$ cat src/ptls_pkg.sv
// Shared types and constants for the process table lottery scheduler.
// Holds request and response payload types, code enums and default sizes.
// No dependencies.
package ptls_pkg;

  // Default sizes, handed down through the top-level parameters.
  localparam int TABLE_ENTRIES_DEF = 64;
  localparam int PID_BITS_DEF      = 16;
  localparam int TICKET_BITS_DEF   = 16;

  // Fixed field widths of the request and response payloads.
  localparam int FPID_W     = 16;
  localparam int CH_W       = 16;
  localparam int TV_W       = 16;
  localparam int RND_W      = 31;
  localparam int SLICE_W    = 8;
  localparam int CFG_DATA_W = 16;
  localparam int CFG_IDX_W  = 2;

  // Configuration register indexes.
  localparam logic [CFG_IDX_W-1:0] CFG_BASE_TICKETS = 2'd0;
  localparam logic [CFG_IDX_W-1:0] CFG_SLICE_LENGTH = 2'd1;

  // Reset values.
  localparam logic [SLICE_W-1:0] SLICE_LENGTH_RST = 8'd10;
  localparam int                 BASE_TICKETS_RST = 10;
  localparam int                 NEXT_ID_RST      = 2;

  typedef enum logic [2:0] {
    REQ_TICK        = 3'd0,
    REQ_FORK        = 3'd1,
    REQ_EXIT        = 3'd2,
    REQ_WAIT        = 3'd3,
    REQ_SLEEP       = 3'd4,
    REQ_WAKEUP      = 3'd5,
    REQ_KILL        = 3'd6,
    REQ_SET_TICKETS = 3'd7
  } req_code_t;

  typedef enum logic [2:0] {
    ST_OK               = 3'd0,
    ST_NOT_FOUND        = 3'd1,
    ST_NO_CHILDREN      = 3'd2,
    ST_CHILDREN_RUNNING = 3'd3,
    ST_INIT_EXIT        = 3'd4,
    ST_BAD_TICKETS      = 3'd5,
    ST_TABLE_FULL       = 3'd6
  } status_t;

  typedef enum logic [2:0] {
    LIFE_UNUSED   = 3'd0,
    LIFE_EMBRYO   = 3'd1,
    LIFE_SLEEPING = 3'd2,
    LIFE_RUNNABLE = 3'd3,
    LIFE_RUNNING  = 3'd4,
    LIFE_ZOMBIE   = 3'd5
  } life_t;

  typedef struct packed {
    req_code_t         req_type;
    logic [FPID_W-1:0] target_pid;
    logic [CH_W-1:0]   channel;
    logic [TV_W-1:0]   ticket_value;
    logic [RND_W-1:0]  random_value;
  } req_t;

  typedef struct packed {
    status_t           status;
    logic [FPID_W-1:0] result_pid;
    logic [FPID_W-1:0] running_pid;
    logic              drew_lottery;
  } rsp_t;

endpackage

$ cat src/ptls_mod.sv
// Iterative remainder unit: one restoring step per cycle over the dividend bits.
// Used for the lottery draw. Depends on ptls_pkg.
module ptls_mod
  import ptls_pkg::*;
#(
  parameter int DW = 22
) (
  input  logic             clk,
  input  logic             rst,
  input  logic             start,
  input  logic [RND_W-1:0] dividend,
  input  logic [DW-1:0]    divisor,
  output logic             done,
  output logic [DW-1:0]    remainder
);

  localparam int CNT_W = $clog2(RND_W + 1);

  logic [RND_W-1:0] dvd;
  logic [DW-1:0]    dsr;
  logic [CNT_W-1:0] cnt;
  logic             busy;
  logic [DW:0]      trial;

  // Shift in the next dividend bit and try a subtraction.
  assign trial = {remainder, dvd[RND_W-1]};

  always_ff @(posedge clk) begin
    if (rst) begin
      busy <= 1'b0;
      done <= 1'b0;
      cnt  <= '0;
    end else begin
      done <= 1'b0;
      if (start) begin
        busy      <= 1'b1;
        dvd       <= dividend;
        dsr       <= divisor;
        remainder <= '0;
        cnt       <= CNT_W'(RND_W);
      end else if (busy) begin
        dvd <= dvd << 1;
        if (trial >= {1'b0, dsr}) begin
          remainder <= DW'(trial - {1'b0, dsr});
        end else begin
          remainder <= trial[DW-1:0];
        end
        cnt <= cnt - CNT_W'(1);
        if (cnt == CNT_W'(1)) begin
          busy <= 1'b0;
          done <= 1'b1;
        end
      end
    end
  end

endmodule

$ cat config.mk
export PLATFORM = sky130hd
export DESIGN_NAME = ptls_mod
export DESIGN_NICKNAME = d
export VERILOG_FILES = /design/src/ptls_pkg.sv /design/src/ptls_mod.sv
export SDC_FILE = /design/constraint.sdc
export NUM_CORES = 1
export LEC_CHECK = 0
export BUFFER_PORTS_ARGS = -buffer_cell sky130_fd_sc_hd__buf_2
export CORE_MARGIN = 5
export CORE_UTILIZATION = 55
export CTS_BUF_LIST = sky130_fd_sc_hd__clkbuf_8 sky130_fd_sc_hd__clkbuf_16
export DETAILED_ROUTE_END_ITERATION = 8
export HOLD_SLACK_MARGIN = 0.12
export PLACE_DENSITY = 0.78
export REMOVE_ABC_BUFFERS = 1
export SLEW_MARGIN = 20
export SYNTH_ARGS = -nofsm -noshare
export SYNTH_HDL_FRONTEND = slang
export SYNTH_SLANG_ARGS = --single-unit
$ cat constraint.sdc
create_clock -name clk -period 3.94 [get_ports clk]
set_clock_uncertainty 0.2 [all_clocks]
set_input_delay 0.394 -clock clk [delete_from_list [all_inputs] [get_ports clk]]
set_output_delay 0.394 -clock clk [all_outputs]
set_load 0.005 [all_outputs]
==> results.tsv, run 1 <==
stage	metric	value	unit
clock_tree	CTS Buffer Depth	2	
clock_tree	clk_lat worst skew	360	ps
critical_path	CP delay by family, top	compound AO/OA/AOI/OAI gates	
sta	Fin. Hold Viols	0	
sta	Final min period	3210	ps
sta	Rel. slew slack	43.3	%
clock_tree	CTS H-tree depth	3	
sta	final setup violation count	0	
routing	DRT Pass-1 Iters	5	
clock_tree	TritonCTS buffer count	9	
routing	drt total wl	10300	um
floorplan	initial core utilization	56.1	%
place	Placed Cells	576	
place	Placed Area	0.00504	mm2
routing	via count	3487	
critical_path	Critical Path Slowest Stage Cell	a21o_1	
clock_tree	CTS sink cnt	82	
sta	maximum clock rate	311	MHz
critical_path	Stages on worst setup path	6	
yosys	FF+latch count, synth	82	
critical_path	Startpoint Class	flip-flop	
yosys	Cell Area, Synth	0.00456	mm2
routing	DRC	0	
finish	Finished Cell Area	0.00566	mm2
global_routing	initial antenna violation count	0	
clock_tree	Post-CTS Setup Bufs	0	
finish	Layout Nets	601	
floorplan	Die ar.	0.0102	mm2
sta	slack of the critical path	729	ps
finish	share of layout cells above drive strength 1	27.4	%
clock_tree	Resized cells post-CTS	0	
routing	Via density	5.53	
critical_path	Critical Path Sink Type	flip-flop	
yosys	Warnings, synthesis	0	
floorplan	# IOs	79	
yosys	Post-synth ARST share	0	%
critical_path	WP data required	3890	ps
global_routing	grt ovf	0	
floorplan	Die Ht	101	um
finish	fillcell total	592	
sta	total negative slack	0	ps
job	number of max-cap violations	0	
finish	Non-Filler Instances	630	
global_routing	global-route wire length before repair	17100	um
sta	period utilisation layout	81.5	%
routing	Detail Route Antenna Nets	0	
critical_path	Worst Path Buf+Inv	0	
critical_path	worst-path cell chain	ha_1, nand2_1, a2111oi_1, a21o_1, nor2_1, a211oi_1	
critical_path	crit-path max FO	24	
global_routing	largest net degree at the start of global routing	45	
place	PortBufs	78	
finish	Synth-to-Final Area Change	23.9	%
critical_path	Arr. time, crit path	3160	ps
clock_tree	Clock Tree Root	clkbuf_8	
finish	commonest cells after routing, fill and taps aside	buf_2 (78), edfxtp_1 (75), nand2_1 (40)	
clock_tree	CTS tree	built	
run_status	status	complete, no violations	
place	worst slack at placement	833	ps
min_path	worst hold path type	input pin to flip-flop	
power	P_leak	2.33	nW
critical_path	R2R cell count	6	
yosys	ys flop type	edfxtp_1	
critical_path	Worst path max stage delay	770	ps
floorplan	Die Wd	101	um
finish	Antenna Cells	0	
critical_path	kind of critical path	flip-flop to flip-flop	
floorplan	area of the core	0.00813	mm2
sta	fin. max-slew vios	0	
global_routing	vias in the first global route	3648	
yosys	syn avg cell area	11.3	um2
sta	Worst Tran Pin Value	851	ps
power	Worst VDD drop	0.000245	V
yosys	sequential area share after synthesis	52.4	%
yosys	Distinct cells, synth	54	
yosys	cells after synthesis	403	
routing	initial drt markers	187	
place	HPWL after detailed placement	7010	um
place	RD Place Congestion	0.913	
routing	average wire per standard cell	16.4	um
power	PD cells	420	mW/mm2
yosys	EDFF count, synth	75	
power	Total Power	0.00237	W
floorplan	std cell rows	33	
sta	RSZ-0062 raised after global routing	no	
finish	most common cell after layout, fill and taps aside	buf_2	
global_routing	GRT Overall Usage	21.2	%
clock_tree	Clock transition at path regs	100	ps
min_path	Hold Path Depth	2	
## repair_timing
item | 4_1_cts | 5_1_grt
endpoints found under the setup margin | 0 | 0
hold buffers | 33 | 5
hold endpoints to repair | 36 | 5
## final cells by class
type	count	area (um2)	area share (%)
Clock inverter	7	108	1.90
Tap cell	105	131	2.32
Sequential cell	82	2390	42.3
Inverter	33	124	2.19
Multi-Input combinational cell	273	1970	34.8
Timing Repair Buffer	121	808	14.3
Clock buffer	9	124	2.19
## through the flow
step | util [%] | hold WS, ps
6_report | 69.5 | 141
5_1_grt | 69.5 | 119
4_1_cts | 68.9 | 121
3_5_place_dp | 62.0 | 338
3_3_place_gp | 62.0 | 330
2_1_floorplan | - | 263
## state kept, by name (all words and copies together), names as in the netlist
| name | flops |
|---|---|
| busy | 1 |
| cnt | 5 |
| dvd | 31 |
| dsr | 22 |
| remainder | 22 |
| done | 1 |
## synth_stat cells, types with 3 or more instances
master,number,area [um2]
nor4b_1,4,35.0
ha_1,24,300
nand3_1,8,40.0
buf_1,3,11.3
nor2_1,21,78.8
edfxtp_1,75,2250
dfxtp_1,7,140
buf_6,3,33.8
nand4_1,4,25.0
a21o_1,8,60.1
xor2_1,6,52.6
nor3_1,8,40.0
mux2_2,30,338
a211oi_1,8,60.1
and2_1,4,25.0
inv_1,32,120
xnor2_1,11,96.3
o21a_1,5,37.5
a21oi_2,3,26.3
clkbuf_1,3,11.3
a311oi_1,3,26.3
o21ai_0,13,65.1
buf_2,3,15.0
nand2_1,40,150
a21oi_1,38,190
## power breakdown
| part | leakage [nW] | internal (W) | switching [W] | total [W] |
|---|---|---|---|---|
| Sequential | 0.776 | 0.00104 | 0.0000352 | 0.00107 |
| Combinational | 1.45 | 0.000269 | 0.000324 | 0.000593 |
| Clock | 0.114 | 0.000369 | 0.000338 | 0.000707 |
## kinds of logic after synthesis
family,synth area share [%]
xor gates and xnor gates,3.26
AOI/OAI and AO/OA,14.0
buffers and inverters,4.66
DFF,52.4
adders and majority gates,7.02
muxes,7.62
and+or+nand+nor,11.1
## metal layers
| layer | global-route usage, % | vias to the layer above | wire (um) |
|---|---|---|---|
| met1 | 24.9 | 1621 | 4110 |
| met4 | 7.57 | 0 | 210 |
| li1 | - | 1713 | - |
| met3 | 6.37 | 21 | 718 |
| met5 | 0 | - | 0 |
| met2 | 36.6 | 132 | 5300 |
## path summary, 6_finish.rpt
check | slack [ps] | to | from
max | 730 | remainder[1] | remainder[13]
max reg2reg | 730 | remainder[1] | remainder[13]
min | 140 | dvd[3] | dividend[3]
min reg2reg | 360 | dvd[30] | dvd[29]
Power figures use the tool's default switching activity.
==> inputs of run 2 (changes only) <==
--- a/config.mk
+++ b/config.mk
@@ -7,11 +7,11 @@
 export LEC_CHECK = 0
 export BUFFER_PORTS_ARGS = -buffer_cell sky130_fd_sc_hd__buf_2
 export CORE_MARGIN = 5
-export CORE_UTILIZATION = 55
+export CORE_UTILIZATION = 51
 export CTS_BUF_LIST = sky130_fd_sc_hd__clkbuf_8 sky130_fd_sc_hd__clkbuf_16
 export DETAILED_ROUTE_END_ITERATION = 8
 export HOLD_SLACK_MARGIN = 0.12
-export PLACE_DENSITY = 0.78
+export PLACE_DENSITY = 0.77
 export REMOVE_ABC_BUFFERS = 1
 export SLEW_MARGIN = 20
 export SYNTH_ARGS = -nofsm -noshare
==> constraint.sdc (replaced) <==
create_clock -name clk -period 2.6 [get_ports clk]
set_clock_uncertainty 0.2 [all_clocks]
set_input_delay 0.26 -clock clk [delete_from_list [all_inputs] [get_ports clk]]
set_output_delay 0.26 -clock clk [all_outputs]
set_load 0.005 [all_outputs]
==> run 2 against run 1 <==
The flow now finishes with violations (negative setup slack). Routed wire length grew 35%. First-iteration DRC count grew 27%. Fmax grew 18%. Cell area grew 23%. Largest cell class is now multi-input combinational cells.
==> results.tsv, run 2 (same netlist as run 1, synthesis figures left out) <==
stage	metric	value	unit
run_status	violated checks	negative setup slack	
finish	Antenna Cells	0	
sta	Worst Tran Pin Value	548	ps
routing	average wire per standard cell	19.1	um
clock_tree	CTS tree	built	
power	Worst VDD drop	0.000315	V
routing	Detail Route Antenna Nets	0	
finish	share of layout cells above drive strength 1	47.7	%
floorplan	std cell rows	34	
critical_path	Arr. time, crit path	2720	ps
routing	DRT Pass-1 Iters	6	
critical_path	kind of critical path	flip-flop to flip-flop	
floorplan	# IOs	79	
routing	via count	4134	
finish	post-layout util	80.0	%
critical_path	CP delay by family, top	compound AO/OA/AOI/OAI gates	
clock_tree	CTS sink cnt	82	
power	PD cells	572	mW/mm2
floorplan	Die ar.	0.0109	mm2
clock_tree	TritonCTS buffer count	9	
global_routing	vias in the first global route	4338	
place	PortBufs	78	
sta	Fin. Hold Viols	0	
finish	fillcell total	488	
global_routing	grt ovf	0	
critical_path	crit-path max FO	7	
min_path	worst hold path type	input pin to flip-flop	
routing	Via density	5.66	
sta	total negative slack	-1150	ps
critical_path	Critical Path Sink Type	flip-flop	
place	HPWL after detailed placement	8100	um
clock_tree	Clock Tree Root	clkbuf_8	
sta	period utilisation layout	104	%
global_routing	initial antenna violation count	0	
power	P_leak	2.88	nW
clock_tree	clk_lat worst skew	370	ps
finish	most common cell after layout, fill and taps aside	buf_2	
critical_path	most frequent CP cell	buf_6	
routing	DRC	0	
sta	slack of the critical path	-110	ps
place	RD Place Congestion	0.892	
finish	biggest regs	dvd (31), dsr (22), remainder (22)	
finish	Synth-to-Final Area Change	52.9	%
routing	drt total wl	14000	um
global_routing	global-route wire length before repair	21400	um
critical_path	Critical Path Slowest Stage Cell	edfxtp_1	
finish	Biggest register	dvd	
sta	RSZ-0062 raised after global routing	yes	
critical_path	Startpoint Class	flip-flop	
critical_path	Worst Path Buf+Inv	3	
clock_tree	CTS Buffer Depth	2	
sta	fin. max-slew vios	0	
global_routing	GRT Overall Usage	24.5	%
critical_path	Worst path max stage delay	450	ps
job	number of max-cap violations	0	
sta	final setup violation count	22	
finish	Layout Nets	699	
clock_tree	Clock transition at path regs	90	ps
sta	Final min period	2710	ps
floorplan	initial core utilization	52.3	%
finish	commonest cells after routing, fill and taps aside	buf_2 (78), edfxtp_1 (75), buf_4 (75)	
finish	Finished Cell Area	0.00698	mm2
critical_path	worst-path cell chain	ha_4, a21oi_2, nand2_2, buf_6, o41ai_4, nand3_2, a21oi_4, buf_12, buf_6, nand2_1, a21oi_1	
global_routing	largest net degree at the start of global routing	42	
clock_tree	CTS H-tree depth	3	
run_status	status	complete, but fails checks	
floorplan	area of the core	0.00872	mm2
sta	Rel. slew slack	63.4	%
place	Placed Area	0.00556	mm2
place	Placed Cells	644	
sta	maximum clock rate	369	MHz
finish	Non-Filler Instances	730	
routing	initial drt markers	238	
finish	max reg flops	31	
critical_path	WP data required	2610	ps
floorplan	Die Ht	105	um
floorplan	Die Wd	105	um
## run 2: repair_timing
| item | 4_1_cts | 5_1_grt |
|---|---|---|
| hold buffers | 54 | 0 |
| setup endpoints to repair | 22 | 22 |
| pin swaps | 24 | 26 |
| hold endpoints to repair | 59 | 0 |
| resized for setup | 56 | 54 |
| buffers inserted | 12 | 4 |
| gates cloned | 0 | 1 |
## run 2: routing by layer
layer / wire length (um) / GRT usage (%)
met3: 974 / 6.10
met1: 5300 / 28.3
met5: 0 / 0
met4: 400 / 9.86
met2: 7290 / 43.5
## run 2: worst paths after layout
path              cells after the start             to  slack (ps)    startpoint
setup / recovery                     11   remainder[3]        -110  remainder[4]
hold / removal                        2  remainder[12]         240         start
setup reg to reg                     11   remainder[3]        -110  remainder[4]
hold reg to reg                       1         dvd[7]         350        dvd[6]
## run 2: cell type report
class                           instances  area, um2  area share, %
Timing Repair Buffer                  219       1680           24.0
Clock buffer                            9        124           1.77
Sequential cell                        82       2390           34.3
Multi-Input combinational cell        273       2480           35.6
Inverter                               33        124           1.77
Tap cell                              108        135           1.94
Clock inverter                          6       42.5          0.610
## run 2: through the flow
stage | hold slack (ps) | setup WS, ps | power [W]
after floorplan | 129 | -773 | 0.00224
after global placement | 236 | -186 | 0.00267
final | 244 | -110 | 0.00399
after detailed placement | 238 | -354 | 0.00270
after CTS | 222 | -54.3 | 0.00378
after global routing | 256 | -182 | 0.00417
## run 2: power by group
group	switching, W	internal, W
sequential	0.0000632	0.00157
clock	0.000514	0.000344
combinational	0.000721	0.000775
