**config.mk**
```make
export PLATFORM = sky130hd
export DESIGN_NAME = ptls_table
export DESIGN_NICKNAME = d
export VERILOG_FILES = /design/src/ptls_pkg.sv /design/src/ptls_table.sv
export SDC_FILE = /design/constraint.sdc
export NUM_CORES = 1
export LEC_CHECK = 0
export ABC_AREA = 1
export BUFFER_PORTS_ARGS = -buffer_cell sky130_fd_sc_hd__buf_2
export CORE_ASPECT_RATIO = 1.4
export CORE_MARGIN = 3
export CORE_UTILIZATION = 50
export DETAILED_ROUTE_END_ITERATION = 8
export GPL_TIMING_DRIVEN = 0
export PLACE_DENSITY = 0.64
export SKIP_CTS_REPAIR_TIMING = 1
export SYNTH_ARGS = -nofsm -noshare
export SYNTH_HDL_FRONTEND = slang
export SYNTH_SLANG_ARGS = --single-unit
```
**constraint.sdc**
```tcl
create_clock -name clk -period 2.2 [get_ports clk]
set_clock_uncertainty 0.2 [all_clocks]
set_input_delay 0.11 -clock clk [delete_from_list [all_inputs] [get_ports clk]]
set_output_delay 0.11 -clock clk [all_outputs]
set_load 0.01 [all_outputs]
```
**src/ptls_pkg.sv**
```systemverilog
// Shared types and constants for the process table lottery scheduler.
// Holds request and response payload types, code enums and default sizes.
// No dependencies.
package ptls_pkg;

  // Default sizes, handed down through the top-level parameters.
  localparam int TABLE_ENTRIES_DEF = 64;
  localparam int PID_BITS_DEF      = 16;
  localparam int TICKET_BITS_DEF   = 16;

  // Fixed field widths of the request and response payloads.
  localparam int FPID_W     = 16;
  localparam int CH_W       = 16;
  localparam int TV_W       = 16;
  localparam int RND_W      = 31;
  localparam int SLICE_W    = 8;
  localparam int CFG_DATA_W = 16;
  localparam int CFG_IDX_W  = 2;

  // Configuration register indexes.
  localparam logic [CFG_IDX_W-1:0] CFG_BASE_TICKETS = 2'd0;
  localparam logic [CFG_IDX_W-1:0] CFG_SLICE_LENGTH = 2'd1;

  // Reset values.
  localparam logic [SLICE_W-1:0] SLICE_LENGTH_RST = 8'd10;
  localparam int                 BASE_TICKETS_RST = 10;
  localparam int                 NEXT_ID_RST      = 2;

  typedef enum logic [2:0] {
    REQ_TICK        = 3'd0,
    REQ_FORK        = 3'd1,
    REQ_EXIT        = 3'd2,
    REQ_WAIT        = 3'd3,
    REQ_SLEEP       = 3'd4,
    REQ_WAKEUP      = 3'd5,
    REQ_KILL        = 3'd6,
    REQ_SET_TICKETS = 3'd7
  } req_code_t;

  typedef enum logic [2:0] {
    ST_OK               = 3'd0,
    ST_NOT_FOUND        = 3'd1,
    ST_NO_CHILDREN      = 3'd2,
    ST_CHILDREN_RUNNING = 3'd3,
    ST_INIT_EXIT        = 3'd4,
    ST_BAD_TICKETS      = 3'd5,
    ST_TABLE_FULL       = 3'd6
  } status_t;

  typedef enum logic [2:0] {
    LIFE_UNUSED   = 3'd0,
    LIFE_EMBRYO   = 3'd1,
    LIFE_SLEEPING = 3'd2,
    LIFE_RUNNABLE = 3'd3,
    LIFE_RUNNING  = 3'd4,
    LIFE_ZOMBIE   = 3'd5
  } life_t;

  typedef struct packed {
    req_code_t         req_type;
    logic [FPID_W-1:0] target_pid;
    logic [CH_W-1:0]   channel;
    logic [TV_W-1:0]   ticket_value;
    logic [RND_W-1:0]  random_value;
  } req_t;

  typedef struct packed {
    status_t           status;
    logic [FPID_W-1:0] result_pid;
    logic [FPID_W-1:0] running_pid;
    logic              drew_lottery;
  } rsp_t;

endpackage

```
**src/ptls_table.sv**
```systemverilog
// Process table memory: one write port, one read port, registered read data.
// Entries never written since reset read as their reset value (valid bits).
// Depends on ptls_pkg.
module ptls_table
  import ptls_pkg::*;
#(
  parameter int               DEPTH = TABLE_ENTRIES_DEF,
  parameter int               WIDTH = 8,
  parameter logic [WIDTH-1:0] INIT0 = '0
) (
  input  logic                     clk,
  input  logic                     rst,
  input  logic                     rd_en,
  input  logic [$clog2(DEPTH)-1:0] rd_addr,
  output logic [WIDTH-1:0]         rd_data,
  input  logic                     wr_en,
  input  logic [$clog2(DEPTH)-1:0] wr_addr,
  input  logic [WIDTH-1:0]         wr_data
);

  logic [WIDTH-1:0] ram [DEPTH];
  logic [DEPTH-1:0] valid;
  logic [WIDTH-1:0] ram_q;
  logic             valid_q;
  logic             slot0_q;

  // Storage array and registered read.
  always_ff @(posedge clk) begin
    if (wr_en) begin
      ram[wr_addr] <= wr_data;
    end
    if (rd_en) begin
      ram_q <= ram[rd_addr];
    end
  end

  // Valid bits and read qualifiers.
  always_ff @(posedge clk) begin
    if (rst) begin
      valid   <= '0;
      valid_q <= 1'b0;
      slot0_q <= 1'b0;
    end else begin
      if (wr_en) begin
        valid[wr_addr] <= 1'b1;
      end
      if (rd_en) begin
        valid_q <= valid[rd_addr];
        slot0_q <= (rd_addr == '0);
      end
    end
  end

  // An entry not yet written shows its reset contents.
  assign rd_data = valid_q ? ram_q : (slot0_q ? INIT0 : '0);

endmodule

```
==> results.md, run 1 <==
- Ys Warns: 0
- Drt wl/cell: 25.50 um
- WS Path Type: primary input to flip-flop
- Met1 Resource Use GR: ~36%
- Min cycle time layout: between 2000 and 2500 ps
- Synth Instances: 2070
- # rows: 93
- M2 GR Usage: around half
- Worst-Skew Late Latency: ~610 ps
- Die area: a little under 0.05 sq mm
- Crit end category: flip-flop
- Maximum buffer depth of the clock tree: 3
- Layout cell share with drive strength beyond 1: just under 8%
- Number of global-route vias before repair: ~16000
- Syn nets: between 2000 and 2500
- Design area: 0.02618 sq mm
- Max capacitance violation total: 0
- Top cells by area, synth: edfxtp_1, nor2_1, nand2_1
- Die H: about 260 um
- Design Power: ~23 mW
- Synth Register Bits: roughly 590
- Fmax achieved: about 480 MHz
- NumNets Final: approximately 2200
- WP data required: about 2400 ps
- Tcrit/Tclk final: between 90% and 100%
- Synth cell types: 20
- DRT antenna net count: 0
- DR iter-0 viols: 1896
- R2R Setup Slk: approximately 220 ps
- PwrDens: between 800 and 900 mW/mm^2
- Hold Fails Final Rpt: 0
- Final Util: between 50% and 60%
- Total track usage: 28.65%
- First-pass GRT wire length: 104300 um
- Crit path DAT: around 2300 ps
- Top-count cell post-synth: edfxtp_1
- Worst Reg-to-Reg Cells: 8
- Cell Count, Final, Fillers Out: around 2800
- Final setup margin: about 110 ps
- H-Tree Depth: 2
- Multi-input gate area: between 0.005 and 0.006 sq mm
- Crit path from: rd_addr[1]
- # IOs: 32
- FF-to-FF End: ram_q[6]$_DFFE_PP_
- Seq/Total Area, Yosys: 71.99%
- Initial antenna violation count: 3
- Endpoints failing setup: 0
- Port bufs: 24
- FILL cells: 3920
- GRT overflow: 0
- Crit Path Max Fanout: 10
- Crit Reg-Reg Startpoint: ram[29][6]$_DFFE_PP_
- Unrepaired setup endpoints after global routing: false
- Chip width: ~190 um
- Ys async rst share: 0%
- Syn avg cell area: about 11 sq um
- CP startpoint kind: primary input
- Reg clk slew, reported paths: roughly 70 ps
- Cell Area, Placed: 0.02439 sq mm
- DP HPWL: 47530 um
- Detailed Route WL: 71890 um
- Initial Utilization: around half
- FF+latch area: ~0.017 sq mm
- Post-synth top area cell: edfxtp_1
- Most Crowded Layer GR: met2
- Cts bufs inserted: 54
- Dpl cells: approximately 2700
- Largest net degree at the start of global routing: 65
- Post-synth EDFFs: 520
- Place WS: -445.1 ps
- VDD IR max: around 0.64 mV
- Final Slew Violations: 0
- Lkg Pwr: ~9 nW
- Status: complete, no violations
- DRC errors left: 0
- Top FF cell, synth: edfxtp_1
- Cell area after synthesis: 0.02350 sq mm
- Sink Count: 585
- CTS tree: built
- Root buf cell: clkbuf_16
- Area share of the largest cell type after synthesis: about two thirds
- Slew @ Worst Pin: 1450 ps
- Worst slew margin: 2.961%
- Routability-driven placement congestion ratio: about 1
- Hold Path Class: primary input to flip-flop
- Syn-to-layout area delta: 11.43%
- Met3 usage: 4.577%
- Core footprint: around 0.046 sq mm
- Via count: ~17000
- Commonest cells post-synth: edfxtp_1, nor2_1, nand2_1, o21ai_0, o22ai_1
- Vias/cell: 5.900
- Crit path to: ram_q[6]$_DFFE_PP_
- Drt pass-1 iters: 6
-- metrics by stage --
step | TNS (ps) | hold slack (ps)
finish | 0 | 15.35
CTS | 0 | -327.6
global route | 0 | 19.75
detailed placement | -84010 | 258.3
floorplan | 0 | 8.869
global placement | -66730 | 248.0
-- how the worst min path moves through the flow --
stage                                       from                endpoint  slack (ps)  depth (start not counted)
after floorplan                       wr_data[0]     ram[0][0]$_DFFE_PP_           9                          0
after global routing                  rd_addr[4]      ram_q[7]$_DFFE_PP_          20                          4
after detailed placement  valid[37]$_SDFFE_PP0P_  valid[37]$_SDFFE_PP0P_         260                          2
final                                 rd_addr[4]    valid_q$_SDFFE_PP0P_          20                          6
after global placement    valid[15]$_SDFFE_PP0P_  valid[15]$_SDFFE_PP0P_         250                          2
after CTS                                  rd_en      ram_q[1]$_DFFE_PP_        -330                          1
-- worst max-delay path, stage by stage --
cell	delay, ps
buf_4	190
inv_2	260
clkbuf_1	450
o21ai_0	190
o22ai_1	320
nand2_1	80
nand2_1	210
nand2_1	100
nand3_1	160
nand3_1	110
nand2_1	130
-- metal layers --
layer,up-vias,share of wire [%]
met5,-,0.022
met4,4,5.5
met3,201,8.0
met2,862,50
met1,8103,37
li1,7461,-
-- final cells by class --
| cell class | count | share of cell area (%) |
|---|---|---|
| antenna | 1 | 0.009557 |
| buffer | 128 | 2.628 |
| clock buffer | 74 | 5.643 |
| clock inverter | 26 | 0.8984 |
| inverter | 45 | 0.6738 |
| multi-input combinational | 1312 | 21.83 |
| sequential | 585 | 64.61 |
| tap | 617 | 2.948 |
| timing repair buffer | 31 | 0.7598 |
-- cells by family (layout without fill, tap and decap cells) --
| group | after synthesis | after routing | synth area share (%) |
|---|---|---|---|
| other | 0 | 1 | 0 |
| and+or+nand+nor | 928 | 928 | 15.47 |
| DFF | 585 | 585 | 71.99 |
| buffers and inverters | 173 | 304 | 3.679 |
| AOI/OAI and AO/OA | 384 | 384 | 8.860 |
-- power breakdown --
part | leakage, nW | switching, mW | internal [mW]
sequential | 5.21 | 0.0225 | 12.2
combinational | 2.92 | 1.22 | 0.390
clock | 0.830 | 4.04 | 5.07
total | 8.96 | 5.28 | 17.6
-- cells in the final DEF (no fill, tap or decap), drive strengths merged --
cell type    instances
clkinv              23
nand2              347
dlygate4sd3          6
nor3                14
edfxtp             520
nand3              107
buf                 99
dfxtp               65
inv                 41
clkbuf             128
diode                1
clkinvlp             4
nor2               460
bufinv               3
o22ai              128
o21ai              256
-- sequential cells by signal, indices dropped and copies added (netlist names) --
name     count
ram        512
ram_q        8
valid       64
valid_q      1
(Power assumes the default switching activity.)
==> run 2: changes to the inputs <==
CORE_MARGIN = unset   (was 3)
==> results.md, run 2 (synthesized netlist as in run 1, its figures left out) <==
- H-Tree Depth: 2 (unchanged)
- Initial antenna violation count: 2 (-1)
- Cts bufs inserted: 53 (-1.9%)
- Hold Fails Final Rpt: 0 (unchanged)
- Unrepaired setup endpoints after global routing: false
- CP startpoint kind: primary input
- HP Start: wr_addr[0]
- Fmax achieved: 486.3 MHz (+1.5%)
- Slew @ Worst Pin: 1455 ps (+4.302 ps)
- Worst-path cell chain: buf_2, inv_1, nor3_1, inv_1, nor2_1, inv_1, nor2_1
- Worst Hold End: ram[44][0]$_DFFE_PP_
- Worst slew margin: 3.031% (+0.070 points)
- Worst Reg-to-Reg Cells: 8 (unchanged)
- Layout cell share with drive strength beyond 1: 7.594% (-0.31 points)
- Die H: 258.5 um (-1.5%)
- CP dominant cell by count: inv_1
- DRT antenna net count: 0 (unchanged)
- DR iter-0 viols: 2078 (+9.6%)
- Initial Utilization: 50.87% (unchanged)
- Reg with most FFs: ram
- Crit end category: flip-flop
- WP data required: 2180 ps (-260 ps)
- Drt wl/cell: 25.54 um (+0.16%)
- DRC errors left: 0 (unchanged)
- Final Util: 56.52% (-0.16 points)
- Die area: 0.04788 sq mm (-3.6%)
- Core footprint: 0.04620 sq mm (unchanged)
- Port bufs: 24 (unchanged)
- Crit path DAT: 2040 ps (-290 ps)
- Final Slew Violations: 0 (unchanged)
- Detailed Route WL: 71950 um (about the same)
- Largest registers: ram: 512 flops, valid: 64 flops, ram_q: 8 flops
- Largest net degree at the start of global routing: 65 (unchanged)
- Chip width: 185.2 um (-2.1%)
- Total track usage: 30.21% (+1.6 points)
- Syn-to-layout area delta: 11.12%
- Reg clk slew, reported paths: 60 ps (about the same)
- Number of flip-flops in the largest register: 512 (unchanged)
- Tcrit/Tclk final: 93.46% (-1.4 points)
- Worst-Skew Late Latency: 600 ps (about the same)
- Dpl cells: 2711 (unchanged)
- Maximum buffer depth of the clock tree: 3 (unchanged)
- Routability-driven placement congestion ratio: 0.9957 (-0.31%)
- CTS tree: built
- Crit Reg-Reg Startpoint: ram[49][1]$_DFFE_PP_
- Max capacitance violation total: 0 (unchanged)
- Cell Count, Final, Fillers Out: 2817 (-0.071%)
- WS Path Type: primary input to flip-flop
- Sink Count: 585 (unchanged)
- # IOs: 32 (unchanged)
- Vias/cell: 5.945 (+0.77%)
- Drt pass-1 iters: 6 (unchanged)
- Number of global-route vias before repair: 15964 (-1.8%)
- GRT overflow: 0 (unchanged)
- Total Neg Setup Slack: 0 ps (unchanged)
- PwrDens: 868.2 mW/mm^2 (-0.81%)
- First-pass GRT wire length: 102800 um (-1.4%)
- Hold Path Class: primary input to flip-flop
- FF-to-FF End: ram_q[1]$_DFFE_PP_
- DP HPWL: 47370 um (-0.33%)
- CP max stage cell: nor2_1
- Most frequent cells in the layout: edfxtp_1, nor2_1, nand2_1, o21ai_0, o22ai_1
- Most common cell after layout, fill and taps aside: edfxtp_1
- R2R Setup Slk: 280 ps (+60 ps)
- Lkg Pwr: 8.926 nW (-0.41%)
- Via count: 16747 (+0.70%)
- Endpoints failing setup: 0 (unchanged)
- Design area: 0.02611 sq mm (-0.28%)
- Status: complete, no violations
- Cell Area, Placed: 0.02439 sq mm (unchanged)
- VDD IR max: 0.5280 mV (-17%)
- Root buf cell: clkbuf_16
- WHS Path Cells: 4 (-2)
- Design Power: 22.67 mW (-1.1%)
- Crit Path Max Fanout: 9 (-1)
- NumNets Final: 2181 (unchanged)
- # rows: 93 (unchanged)
- Slowest stage delay, CP: 1090 ps (+640 ps)
- Min cycle time layout: 2056 ps (-31.78 ps)
[run 2: changes by cell type in the layout (fill, tap and decap cells not counted), moves of 2 or more]
cell        delta
clkbuf_1       +2
clkbuf_16      -2
clkinv_8       -2
clkinv_2       -3
inv_6          +2
clkinv_1       +2
clkinvlp_4     -2
[run 2: cell type report]
type	count	area [sq um]
Multi-Input combinational cell	1312	5717
Buffer	128	688.2
Tap cell	617	772.0
Sequential cell	585	16920
Clock buffer	73	1421
Timing Repair Buffer	32	215.2
Clock inverter	24	202.7
Fill cell	3885	20080
Antenna cell	1	2.502
Inverter	45	176.4
[run 2: report_power, final]
group	leakage (nW)	internal, mW	total [mW]	switching (mW)
clock	0.787	4.87	8.86	3.99
sequential	5.21	12.2	12.2	0.0237
combinational	2.93	0.394	1.61	1.22
total	8.93	17.4	22.7	5.23
[run 2: worst max-delay path, delay by kind of cell]
kind / cells / cell delay, ps
buffers and inverters: 4 / 500
and+or+nand+nor: 3 / 1410
[run 2: per-stage QoR]
stage / hold slack (ps) / setup slack [ps]
2_1_floorplan: 8.869 / 558.4
5_1_grt: 84.58 / 38.90
3_3_place_gp: 247.0 / -406.7
4_1_cts: -309.9 / 146.0
3_5_place_dp: 256.4 / -413.0
6_report: 56.86 / 143.8
[run 2: worst max path at each step]
stage | end | cells after the start | start
6_report | ram[23][1]$_DFFE_PP_ | 7 | wr_addr[1]
5_1_grt | ram_q[3]$_DFFE_PP_ | 11 | rd_addr[1]
4_1_cts | ram_q[4]$_DFFE_PP_ | 11 | rd_addr[1]
3_5_place_dp | ram_q[2]$_DFFE_PP_ | 11 | rd_addr[1]
3_3_place_gp | ram_q[2]$_DFFE_PP_ | 11 | rd_addr[1]
2_1_floorplan | ram_q[3]$_DFFE_PP_ | 13 | rd_addr[0]
[run 2: per-layer routing]
metal | share of wire [%] | vias to the layer above | track usage [%] | routed length [um]
li1 | - | 7445 | - | -
met1 | 37 | 8195 | 37.42 | 26760
met2 | 49 | 893 | 51.27 | 35600
met3 | 7.6 | 212 | 4.244 | 5501
met4 | 5.7 | 2 | 15.91 | 4078
met5 | 0.018 | - | 0 | 13
